==> src/pcl_pkg.sv <==
// ----------------------------------------------------------------------------
// pcl_pkg
// Shared types and constants for the circular list engine.
// ----------------------------------------------------------------------------
package pcl_pkg;

   localparam int CAPACITY = 32;
   localparam int IDX_W    = $clog2(CAPACITY);
   localparam int CNT_W    = $clog2(CAPACITY + 1);

   typedef logic [IDX_W-1:0] idx_type;
   typedef logic [CNT_W-1:0] cnt_type;

   typedef enum logic [2:0] {
      REQ_INS_HEAD = 3'd0,
      REQ_INS_TAIL = 3'd1,
      REQ_INS_POS  = 3'd2,
      REQ_DEL_HEAD = 3'd3,
      REQ_DEL_TAIL = 3'd4,
      REQ_DEL_POS  = 3'd5,
      REQ_DUMP_FWD = 3'd6,
      REQ_DUMP_REV = 3'd7
   } req_type_type;

   localparam logic [1:0] ST_DONE     = 2'd0;
   localparam logic [1:0] ST_IGNORED  = 2'd1;
   localparam logic [1:0] ST_REJECTED = 2'd2;

   // Memory port request from the control sequencer to the node store.
   typedef struct packed {
      idx_type    raddr;
      logic       nx_we;
      idx_type    nx_waddr;
      idx_type    nx_wdata;
      logic       pv_we;
      idx_type    pv_waddr;
      idx_type    pv_wdata;
      logic       val_we;
      idx_type    val_waddr;
      logic [31:0] val_wdata;
   } mem_req_type;

   typedef struct packed {
      idx_type     nx;
      idx_type     pv;
      logic [31:0] val;
   } mem_rsp_type;

endpackage

==> src/pcl_node_store.sv <==
// ----------------------------------------------------------------------------
// pcl_node_store
// Node store: value, next and prev arrays, one read address, registered data.
// ----------------------------------------------------------------------------
module pcl_node_store (
   input  logic                 clock,
   input  pcl_pkg::mem_req_type mreq,
   output pcl_pkg::mem_rsp_type mrsp
);

   logic [31:0]       val_mem [pcl_pkg::CAPACITY];
   pcl_pkg::idx_type  nx_mem  [pcl_pkg::CAPACITY];
   pcl_pkg::idx_type  pv_mem  [pcl_pkg::CAPACITY];

   always_ff @(posedge clock) begin
      if (mreq.val_we) val_mem[mreq.val_waddr] <= mreq.val_wdata;
      if (mreq.nx_we)  nx_mem[mreq.nx_waddr]   <= mreq.nx_wdata;
      if (mreq.pv_we)  pv_mem[mreq.pv_waddr]   <= mreq.pv_wdata;
      mrsp.val <= val_mem[mreq.raddr];
      mrsp.nx  <= nx_mem[mreq.raddr];
      mrsp.pv  <= pv_mem[mreq.raddr];
   end

endmodule

==> src/positional_circular_list_engine_core.sv <==
// ----------------------------------------------------------------------------
// positional_circular_list_engine_core
// Bounded circular doubly linked list over a one-port-read node store.
// ----------------------------------------------------------------------------
// Flow from transfer: ignored or rejected requests go straight to S_OUT; insert
//   into an empty list passes S_FREE, delete S_WALK and S_RET, insert S_FREE,
//   S_WALK and S_LINK, all ending in S_OUT; positional walks take at most CAPACITY-2 links.
// Dump: the first element follows the node store read, then one per cycle while
//   rsp_ready holds. One request in flight.
// Reset: synchronous; a clearing pass over every node chains the free list
//   and req_ready stays low until it ends.
module positional_circular_list_engine_core (
   input  logic        clock,
   input  logic        reset,
   input  logic        req_valid,
   output logic        req_ready,
   input  logic [2:0]  req_type,
   input  logic signed [31:0] req_item_value,
   input  logic [6:0]  req_list_position,
   output logic        rsp_valid,
   input  logic        rsp_ready,
   output logic [1:0]  rsp_status,
   output logic signed [31:0] rsp_element_value,
   output logic [6:0]  rsp_list_length,
   output logic        rsp_last_result
);

   typedef enum logic [7:0] {
      S_INIT = 8'b00000001, // chain the free list after reset
      S_IDLE = 8'b00000010,
      S_FREE = 8'b00000100, // insert: free node's next link back
      S_WALK = 8'b00001000, // follow next links, one per cycle
      S_LINK = 8'b00010000, // insert: second link write
      S_RET  = 8'b00100000, // delete: push node on the free list
      S_DUMP = 8'b01000000,
      S_OUT  = 8'b10000000
   } state_type;

   state_type         state_ff, state_in;
   pcl_pkg::idx_type  head_ff, head_in, tail_ff, tail_in, free_ff, free_in;
   pcl_pkg::cnt_type  count_ff, count_in;
   pcl_pkg::idx_type  cur_ff, cur_in;
   pcl_pkg::cnt_type  steps_ff, steps_in;
   logic              is_ins_ff, is_ins_in, rev_ff, rev_in;
   logic              set_head_ff, set_head_in, set_tail_ff, set_tail_in;
   logic [31:0]       val_ff, val_in;
   logic [1:0]        pst_ff, pst_in;       // status of the request in flight
   pcl_pkg::idx_type  nnode_ff, nnode_in;   // node being inserted
   logic              ovalid_ff, ovalid_in;
   logic [1:0]        ost_ff, ost_in;
   logic [31:0]       oval_ff, oval_in;
   logic              olast_ff, olast_in;
   logic [6:0]        olen_ff, olen_in;

   pcl_pkg::mem_req_type mreq;
   pcl_pkg::mem_rsp_type mrsp;

   pcl_node_store u_store (.clock(clock), .mreq(mreq), .mrsp(mrsp));

   localparam pcl_pkg::cnt_type CAP = pcl_pkg::cnt_type'(pcl_pkg::CAPACITY);

   logic out_free;
   assign out_free = !ovalid_ff || rsp_ready;
   assign req_ready = (state_ff == S_IDLE);

   // Clamp the request's position to the usable range; zero means ignore.
   logic [6:0] cnt7, cnt_p1, pos_k;
   always_comb begin
      cnt7 = 7'(count_ff);
      cnt_p1 = cnt7 + 7'd1;
      case (req_type)
         pcl_pkg::REQ_INS_HEAD, pcl_pkg::REQ_DEL_HEAD: pos_k = 7'd1;
         pcl_pkg::REQ_INS_TAIL: pos_k = cnt_p1;
         pcl_pkg::REQ_DEL_TAIL: pos_k = cnt7;
         pcl_pkg::REQ_INS_POS:
            pos_k = (req_list_position > cnt7) ? cnt_p1 : req_list_position;
         pcl_pkg::REQ_DEL_POS:
            pos_k = (req_list_position > cnt7) ? cnt7 : req_list_position;
         default: pos_k = 7'd0;
      endcase
   end

   always_comb begin
      state_in = state_ff; head_in = head_ff; tail_in = tail_ff;
      free_in = free_ff; count_in = count_ff; cur_in = cur_ff;
      steps_in = steps_ff; is_ins_in = is_ins_ff; rev_in = rev_ff;
      set_head_in = set_head_ff; set_tail_in = set_tail_ff;
      val_in = val_ff; pst_in = pst_ff; nnode_in = nnode_ff;
      ovalid_in = ovalid_ff && !rsp_ready;
      ost_in = ost_ff; oval_in = oval_ff; olast_in = olast_ff; olen_in = olen_ff;
      mreq = '0;
      mreq.raddr = cur_ff;
      case (state_ff)
         S_INIT: begin
            // chain node i to i+1 for the free list
            mreq.nx_we    = 1'b1;
            mreq.nx_waddr = cur_ff;
            mreq.nx_wdata = cur_ff + pcl_pkg::idx_type'(1);
            cur_in = cur_ff + pcl_pkg::idx_type'(1);
            if (cur_ff == pcl_pkg::idx_type'(pcl_pkg::CAPACITY - 1))
               state_in = S_IDLE;
         end
         S_IDLE: begin
            if (req_valid) begin
               val_in = req_item_value;
               rev_in = (req_type == pcl_pkg::REQ_DUMP_REV);
               is_ins_in = 1'b0;
               pst_in = pcl_pkg::ST_IGNORED;
               state_in = S_OUT;
               case (req_type)
                  pcl_pkg::REQ_DUMP_FWD, pcl_pkg::REQ_DUMP_REV: begin
                     if (count_ff != '0) begin
                        cur_in = (req_type == pcl_pkg::REQ_DUMP_REV) ? tail_ff : head_ff;
                        mreq.raddr = cur_in;
                        steps_in = count_ff;
                        state_in = S_DUMP;
                     end
                  end
                  pcl_pkg::REQ_INS_HEAD, pcl_pkg::REQ_INS_TAIL,
                  pcl_pkg::REQ_INS_POS: begin
                     if (pos_k != 7'd0) begin
                        if (count_ff >= CAP) begin
                           pst_in = pcl_pkg::ST_REJECTED;
                        end else begin
                           // take the free head; read its next link first
                           is_ins_in = 1'b1;
                           nnode_in = free_ff;
                           mreq.raddr = free_ff;
                           set_head_in = (pos_k == 7'd1);
                           set_tail_in = (pos_k == cnt_p1);
                           // head and tail inserts both go after the tail
                           if (set_head_in || set_tail_in) begin
                              cur_in = tail_ff;
                              steps_in = '0;
                           end else begin
                              cur_in = head_ff;
                              steps_in = pcl_pkg::cnt_type'(pos_k - 7'd2);
                           end
                           state_in = S_FREE;
                        end
                     end
                  end
                  default: begin
                     if (pos_k != 7'd0 && count_ff != '0) begin
                        // the last position is the tail: skip the walk
                        if (pos_k == cnt7) begin
                           cur_in = tail_ff;
                           steps_in = '0;
                        end else begin
                           cur_in = head_ff;
                           steps_in = pcl_pkg::cnt_type'(pos_k - 7'd1);
                        end
                        mreq.raddr = cur_in;
                        state_in = S_WALK;
                     end
                  end
               endcase
            end
         end
         S_FREE: begin
            // advance the free list past the node taken
            free_in = mrsp.nx;
            if (count_ff == '0) begin
               // only element: link it to itself
               mreq.val_we = 1'b1; mreq.val_waddr = nnode_ff; mreq.val_wdata = val_ff;
               mreq.nx_we = 1'b1; mreq.nx_waddr = nnode_ff; mreq.nx_wdata = nnode_ff;
               mreq.pv_we = 1'b1; mreq.pv_waddr = nnode_ff; mreq.pv_wdata = nnode_ff;
               head_in = nnode_ff;
               tail_in = nnode_ff;
               count_in = count_ff + pcl_pkg::cnt_type'(1);
               pst_in = pcl_pkg::ST_DONE;
               state_in = S_OUT;
            end else begin
               mreq.raddr = cur_ff;
               state_in = S_WALK;
            end
         end
         S_WALK: begin
            // mrsp holds the links of cur
            if (steps_ff != '0) begin
               cur_in = mrsp.nx;
               mreq.raddr = mrsp.nx;
               steps_in = steps_ff - pcl_pkg::cnt_type'(1);
            end else if (is_ins_ff) begin
               // cur is the predecessor, mrsp.nx its successor
               mreq.val_we = 1'b1; mreq.val_waddr = nnode_ff; mreq.val_wdata = val_ff;
               mreq.nx_we = 1'b1; mreq.nx_waddr = nnode_ff; mreq.nx_wdata = mrsp.nx;
               mreq.pv_we = 1'b1; mreq.pv_waddr = mrsp.nx; mreq.pv_wdata = nnode_ff;
               state_in = S_LINK;
            end else begin
               // cur is the node to remove
               count_in = count_ff - pcl_pkg::cnt_type'(1);
               pst_in = pcl_pkg::ST_DONE;
               if (count_ff == pcl_pkg::cnt_type'(1)) begin
                  head_in = '0;
                  tail_in = '0;
               end else begin
                  mreq.nx_we = 1'b1; mreq.nx_waddr = mrsp.pv; mreq.nx_wdata = mrsp.nx;
                  mreq.pv_we = 1'b1; mreq.pv_waddr = mrsp.nx; mreq.pv_wdata = mrsp.pv;
                  if (cur_ff == head_ff) head_in = mrsp.nx;
                  if (cur_ff == tail_ff) tail_in = mrsp.pv;
               end
               state_in = S_RET;
            end
         end
         S_LINK: begin
            mreq.nx_we = 1'b1; mreq.nx_waddr = cur_ff; mreq.nx_wdata = nnode_ff;
            mreq.pv_we = 1'b1; mreq.pv_waddr = nnode_ff; mreq.pv_wdata = cur_ff;
            if (set_head_ff) head_in = nnode_ff;
            if (set_tail_ff) tail_in = nnode_ff;
            count_in = count_ff + pcl_pkg::cnt_type'(1);
            pst_in = pcl_pkg::ST_DONE;
            state_in = S_OUT;
         end
         S_RET: begin
            mreq.nx_we = 1'b1; mreq.nx_waddr = cur_ff; mreq.nx_wdata = free_ff;
            free_in = cur_ff;
            state_in = S_OUT;
         end
         S_DUMP: begin
            // hold the read address while the output register is busy
            mreq.raddr = cur_ff;
            if (out_free) begin
               ovalid_in = 1'b1;
               ost_in = pcl_pkg::ST_DONE;
               oval_in = mrsp.val;
               olast_in = (steps_ff == pcl_pkg::cnt_type'(1));
               olen_in = cnt7;
               cur_in = rev_ff ? mrsp.pv : mrsp.nx;
               mreq.raddr = cur_in;
               steps_in = steps_ff - pcl_pkg::cnt_type'(1);
               if (steps_ff == pcl_pkg::cnt_type'(1)) state_in = S_IDLE;
            end
         end
         S_OUT: begin
            if (out_free) begin
               ovalid_in = 1'b1;
               ost_in = pst_ff;
               oval_in = '0;
               olast_in = 1'b1;
               olen_in = cnt7;
               state_in = S_IDLE;
            end
         end
         default: state_in = S_IDLE;
      endcase
   end

   always_ff @(posedge clock) begin
      if (reset) begin
         state_ff <= S_INIT;
         head_ff <= '0; tail_ff <= '0; free_ff <= '0; count_ff <= '0;
         cur_ff <= '0; ovalid_ff <= 1'b0; steps_ff <= '0;
      end else begin
         state_ff <= state_in;
         head_ff <= head_in; tail_ff <= tail_in;
         free_ff <= free_in; count_ff <= count_in;
         cur_ff <= cur_in; ovalid_ff <= ovalid_in; steps_ff <= steps_in;
      end
      is_ins_ff <= is_ins_in; rev_ff <= rev_in; val_ff <= val_in;
      set_head_ff <= set_head_in; set_tail_ff <= set_tail_in;
      pst_ff <= pst_in; nnode_ff <= nnode_in;
      ost_ff <= ost_in; oval_ff <= oval_in; olast_ff <= olast_in; olen_ff <= olen_in;
   end

   assign rsp_valid = ovalid_ff;
   assign rsp_status = ost_ff;
   assign rsp_element_value = oval_ff;
   assign rsp_list_length = olen_ff;
   assign rsp_last_result = olast_ff;

   a_count_cap: assert property (@(posedge clock) disable iff (reset)
      count_ff <= CAP) else $error("element count above capacity");
   a_rsp_hold: assert property (@(posedge clock) disable iff (reset)
      rsp_valid && !rsp_ready |=> rsp_valid && $stable(rsp_status) &&
      $stable(rsp_element_value) && $stable(rsp_list_length) &&
      $stable(rsp_last_result)) else $error("result dropped or changed");
   a_state_onehot: assert property (@(posedge clock) disable iff (reset)
      $onehot(state_ff)) else $error("state not one-hot");
   a_idle_ready: assert property (@(posedge clock) disable iff (reset)
      req_ready |-> state_ff == S_IDLE) else $error("ready outside idle");

endmodule

==> config.mk <==
export PLATFORM = sky130hd
export DESIGN_NAME = positional_circular_list_engine_core
export DESIGN_NICKNAME = d
export VERILOG_FILES = /design/src/pcl_pkg.sv /design/src/pcl_node_store.sv /design/src/positional_circular_list_engine_core.sv
export SDC_FILE = /design/constraint.sdc
export NUM_CORES = 2
export LEC_CHECK = 0
export ABC_AREA = 0
export BUFFER_PORTS_ARGS = -buffer_cell sky130_fd_sc_hd__buf_2
export CAP_MARGIN = 20
export CORE_MARGIN = 2
export CORE_UTILIZATION = 59
export CTS_BUF_LIST = sky130_fd_sc_hd__clkbuf_4 sky130_fd_sc_hd__clkbuf_8
export DETAILED_ROUTE_END_ITERATION = 6
export PLACE_DENSITY = 0.72
export RECOVER_POWER = 50
export SKIP_LAST_GASP = 1
export SLEW_MARGIN = 40
export SYNTH_ARGS = -nofsm -noshare
export SYNTH_HDL_FRONTEND = slang
export SYNTH_SLANG_ARGS = --single-unit
==> constraint.sdc <==
create_clock -name clock -period 8.4 [get_ports clock]
set_clock_uncertainty 0.1 [all_clocks]
set_input_delay 0.42 -clock clock [delete_from_list [all_inputs] [get_ports clock]]
set_output_delay 0.42 -clock clock [all_outputs]
set_load 0.03 [all_outputs]
==> results.cfg <==
[pwr]
p_sw_uw = 4900
power.combinational.fraction_pct = 17.5
fin_total_pwr_uw = 17800
part_of_the_power_in_the_clock_network_pct = 34.6
leakagePower_uw = 0.0204
irDropWorstVdd_v = 0.000161
p_sw_share_pct = 27.6
power.density_cell_area_nw_per_um2 = 258
power.internal_uw = 12900
power.share.sequential_pct = 47.8

[synth]
yosys-mux-area-fraction_pct = 6.08
compound_gate_fraction_of_synth_area_pct = 8.90
synthArstFlopShare_pct = 0
parity_gate_share_of_the_synthesized_area_counting_xor_and_xnor_cells_pct = 0.329
synth_top_family_by_area = simple AND/OR/NAND/NOR gates
postSynth.topFlopCell = edfxtp_1
synth.net_count = 4103
synth-adder-area-share_pct = 0.367
synth_seq_area_share_pct = 72.6
synth_edf_count = 1428
post_synth_and_or_nand_nor_area_fraction_pct = 9.37
mappedNetlistArea_um2 = 61300
yosysWarningCount = 0
yosys_register_bits = 1511
synth_area_per_cell_um2 = 15.2
synth_cell_type_count = 96
synth_cells = 4039

[layout]
area.growth.synth_to_final_pct = 12.3
post_route_cells_drive_above_1_share_pct = 15.9
num-nets-final = 4288
finished_layout_cells = 5802

[detailed_routing]
drt-initial-drc-count = 5656
drtAntennaViolNets = 0
drtPass1Iterations = 6
dr_total_vias = 38100
total_wirelength_mm = 159
vias_per_cell = 6.57
post-route-drc-count = 0
post_detailed_route_wirelength_per_cell_um = 27.5

[place]
place.gp.congestion = 0.911
dpl_worst_slack_ns = 1.39
hpwlAfterDp_mm = 90.3
placedCellCount = 5339
io_buf_count = 88

[timing]
rsz_0062_raised_after_global_routing = false
max_clock_freq_mhz = 139
finalWorstPathRequiredPeriod_ns = 7.21
setup-tns-final_ns = 0
report.final.setup_viol = 0
timing_max_transition_violations_final = 436
max_transition_margin_pct = -82.5
period_utilization_pct = 85.9
timing_worst_slew_pin_value_ns = 2.74
final.setup.worst_slack_ns = 1.19
hold_violations = 0

[global_routing]
grt_most_used_layer = met2
wire_length_of_the_first_global_routing_pass_mm = 234
grtUsageMet1_pct = 43.5
grt_antenna_before_repair = 12
met3_track_demand_over_resource_in_global_routing_pct = 5.85
vias_in_the_first_global_route = 36200
use_met2_pct = 45.7
grt-ovfl-total = 0
grt_max_degree = 99
grt_util_overall_pct = 29.7

[clock_network]
clock_insertion_delay_worst_skew_ns = 0.89
cts_inserted_buffers = 226
cts_tree = done
clk_transition_reported_paths_ns = 0.07
cts_root_buffer = clkbuf_8
bufs_on_longest_clock_path = 3
clock_tree.htree_level_count = 4
cts.sink_count = 1511
cts_setup_buffers = 0

[hold_path]
worst_hold_start = req_type[0]
min_path_type = input port to flop
worst_hold_path.num_cells = 3

[setup_path]
critPathMaxFanout = 35
crit_path_start = state_ff[0]
critPathRequiredTime_ns = 8.81
critPathCaptureType = flop
r2r_slack_ns = 1.19
critPathLaunchType = flop
worst_r2r_path_depth = 10
crit_type = flop to flop
critical_path_arrival_ns = 7.62
startpoint_of_the_worst_slack_reg_to_reg_timing_path = state_ff[0]

[run_status]
status = finished, violations left
failing_checks = capacitance limit, slew limit

[floorplanning]
num_rows = 118
ioPinCount = 90
dieHeight_um = 326
die_width_um = 326
fp.coreArea_um2 = 103000
die-area_um2 = 107000
initial_core_util_pct = 59.3

[job]
drv.max_cap_violation_count = 15
-- Yosys cell counts, types with 7 or more instances --
master | count | share of area, %
edfxtp_1 | 1428 | 70
nand3_1 | 448 | 3.7
nand2_1 | 303 | 1.9
nor2_1 | 183 | 1.1
mux2i_1 | 180 | 2.9
o211ai_1 | 179 | 2.2
clkbuf_1 | 149 | 0.91
and2_1 | 114 | 1.2
a21oi_1 | 97 | 0.79
mux4_2 | 85 | 3.1
dfxtp_1 | 83 | 2.7
o21ai_0 | 71 | 0.58
a22oi_1 | 70 | 0.86
a211oi_1 | 57 | 0.70
a22o_1 | 48 | 0.69
buf_2 | 48 | 0.39
nand4_1 | 44 | 0.45
a221oi_1 | 43 | 0.61
a311o_1 | 43 | 0.70
buf_1 | 41 | 0.25
inv_1 | 29 | 0.18
buf_4 | 25 | 0.31
ha_1 | 18 | 0.37
nor3_1 | 18 | 0.15
xnor2_1 | 16 | 0.23
buf_6 | 14 | 0.26
or3_1 | 12 | 0.12
a21o_1 | 11 | 0.13
and3_1 | 11 | 0.11
a221oi_2 | 10 | 0.24
nand2b_1 | 10 | 0.10
a31oi_1 | 8 | 0.082
nand3b_1 | 7 | 0.086
o22ai_1 | 7 | 0.071
xor2_1 | 7 | 0.10
-- layout make-up --
class                           instances  area (um2)
Sequential cell                      1511       44500
Fill cell                            7071       34500
Multi-Input combinational cell       2221       15700
Clock buffer                          359        4350
Timing Repair Buffer                  234        1980
Tap cell                             1380        1730
Clock inverter                         64         428
Inverter                               30         113
Antenna cell                            3        7.51
-- logic make-up after synthesis --
group | count (synthesis)
mux | 266
xor+xnor | 23
other cells | 1
simple gates | 1190
buf+inv | 307
fa+ha+maj | 18
flops | 1511
compound gates | 723
-- timing repair --
action,CTS,global route
hold buffers,35,0
hold endpoints to repair,38,0
gates resized for setup,0,0
-- routing by layer --
| layer | wire, um | share of wire, % |
|---|---|---|
| met5 | 27 | 0.017 |
| met4 | 4160 | 2.6 |
| met3 | 17800 | 11 |
| met2 | 73800 | 46 |
| met1 | 63400 | 40 |
-- final timing paths --
kind                                           endpoint
worst max-delay path            u_store.val_mem[15][15]
worst max register to register  u_store.val_mem[15][15]
worst min-delay path                             rev_ff
worst min register to register              steps_ff[3]
-- layout by cell type (no fill, tap or decap), drive strengths merged, types with 7 or more instances in the layout --
| cell | instances |
|---|---|
| a211oi | 58 |
| a21o | 12 |
| a21oi | 98 |
| a221oi | 54 |
| a22o | 48 |
| a22oi | 70 |
| a311o | 43 |
| a31oi | 9 |
| and2 | 115 |
| and3 | 11 |
| buf | 143 |
| clkbuf | 415 |
| clkinv | 55 |
| dfxtp | 83 |
| dlygate4sd3 | 35 |
| edfxtp | 1428 |
| ha | 18 |
| inv | 36 |
| mux2i | 180 |
| mux4 | 85 |
| nand2 | 303 |
| nand2b | 10 |
| nand3 | 448 |
| nand3b | 7 |
| nand4 | 44 |
| nor2 | 183 |
| nor3 | 19 |
| o211ai | 179 |
| o21ai | 78 |
| o22ai | 8 |
| or2 | 7 |
| or3 | 12 |
| xnor2 | 16 |
| xor2 | 7 |
-- flip-flops by register name, summed over array words and instances (netlist names), 2 cells and up --
| signal | cells |
|---|---|
| nnode_ff | 5 |
| u_store.pv_mem | 160 |
| u_store.val_mem | 1024 |
| rsp_element_value | 32 |
| rsp_status | 2 |
| cur_ff | 5 |
| steps_ff | 6 |
| val_ff | 32 |
| rsp_list_length | 6 |
| head_ff | 5 |
| tail_ff | 5 |
| count_ff | 6 |
| u_store.mrsp | 42 |
| state_ff | 8 |
| u_store.nx_mem | 160 |
| pst_ff | 2 |
| free_ff | 5 |
-- per-stage QoR --
stage	utilization, %	hold slack [ns]	area, um2
floorplan	-	0.303	61300
global placement	61.5	0.381	63600
detailed placement	61.8	0.387	63800
CTS	66.7	0.00274	69000
global route	66.6	0.0789	68900
finish	66.6	0.0805	68900
-- worst max-delay path, cell delays in order (launching register included) --
cell and delay, ns:
dfxtp_1 0.34, nor4_1 0.88, nand3_1 0.23, clkbuf_1 0.55
nor2_1 0.34, a22o_2 0.19, clkbuf_1 1.92, and2_0 0.39
nand2b_1 0.45, nor2_4 0.80, buf_4 0.59
-- power groups by stage --
stage               logic [uW]  registers, uW  clock network [uW]
finish                    3120           8500                6160
global route              3360           8490                6540
global placement          2980           8640                   0
detailed placement        3070           8640                   0
floorplan                 2290           8510                   0
CTS                       3090           8480                6220
(Power assumes the default switching activity.)
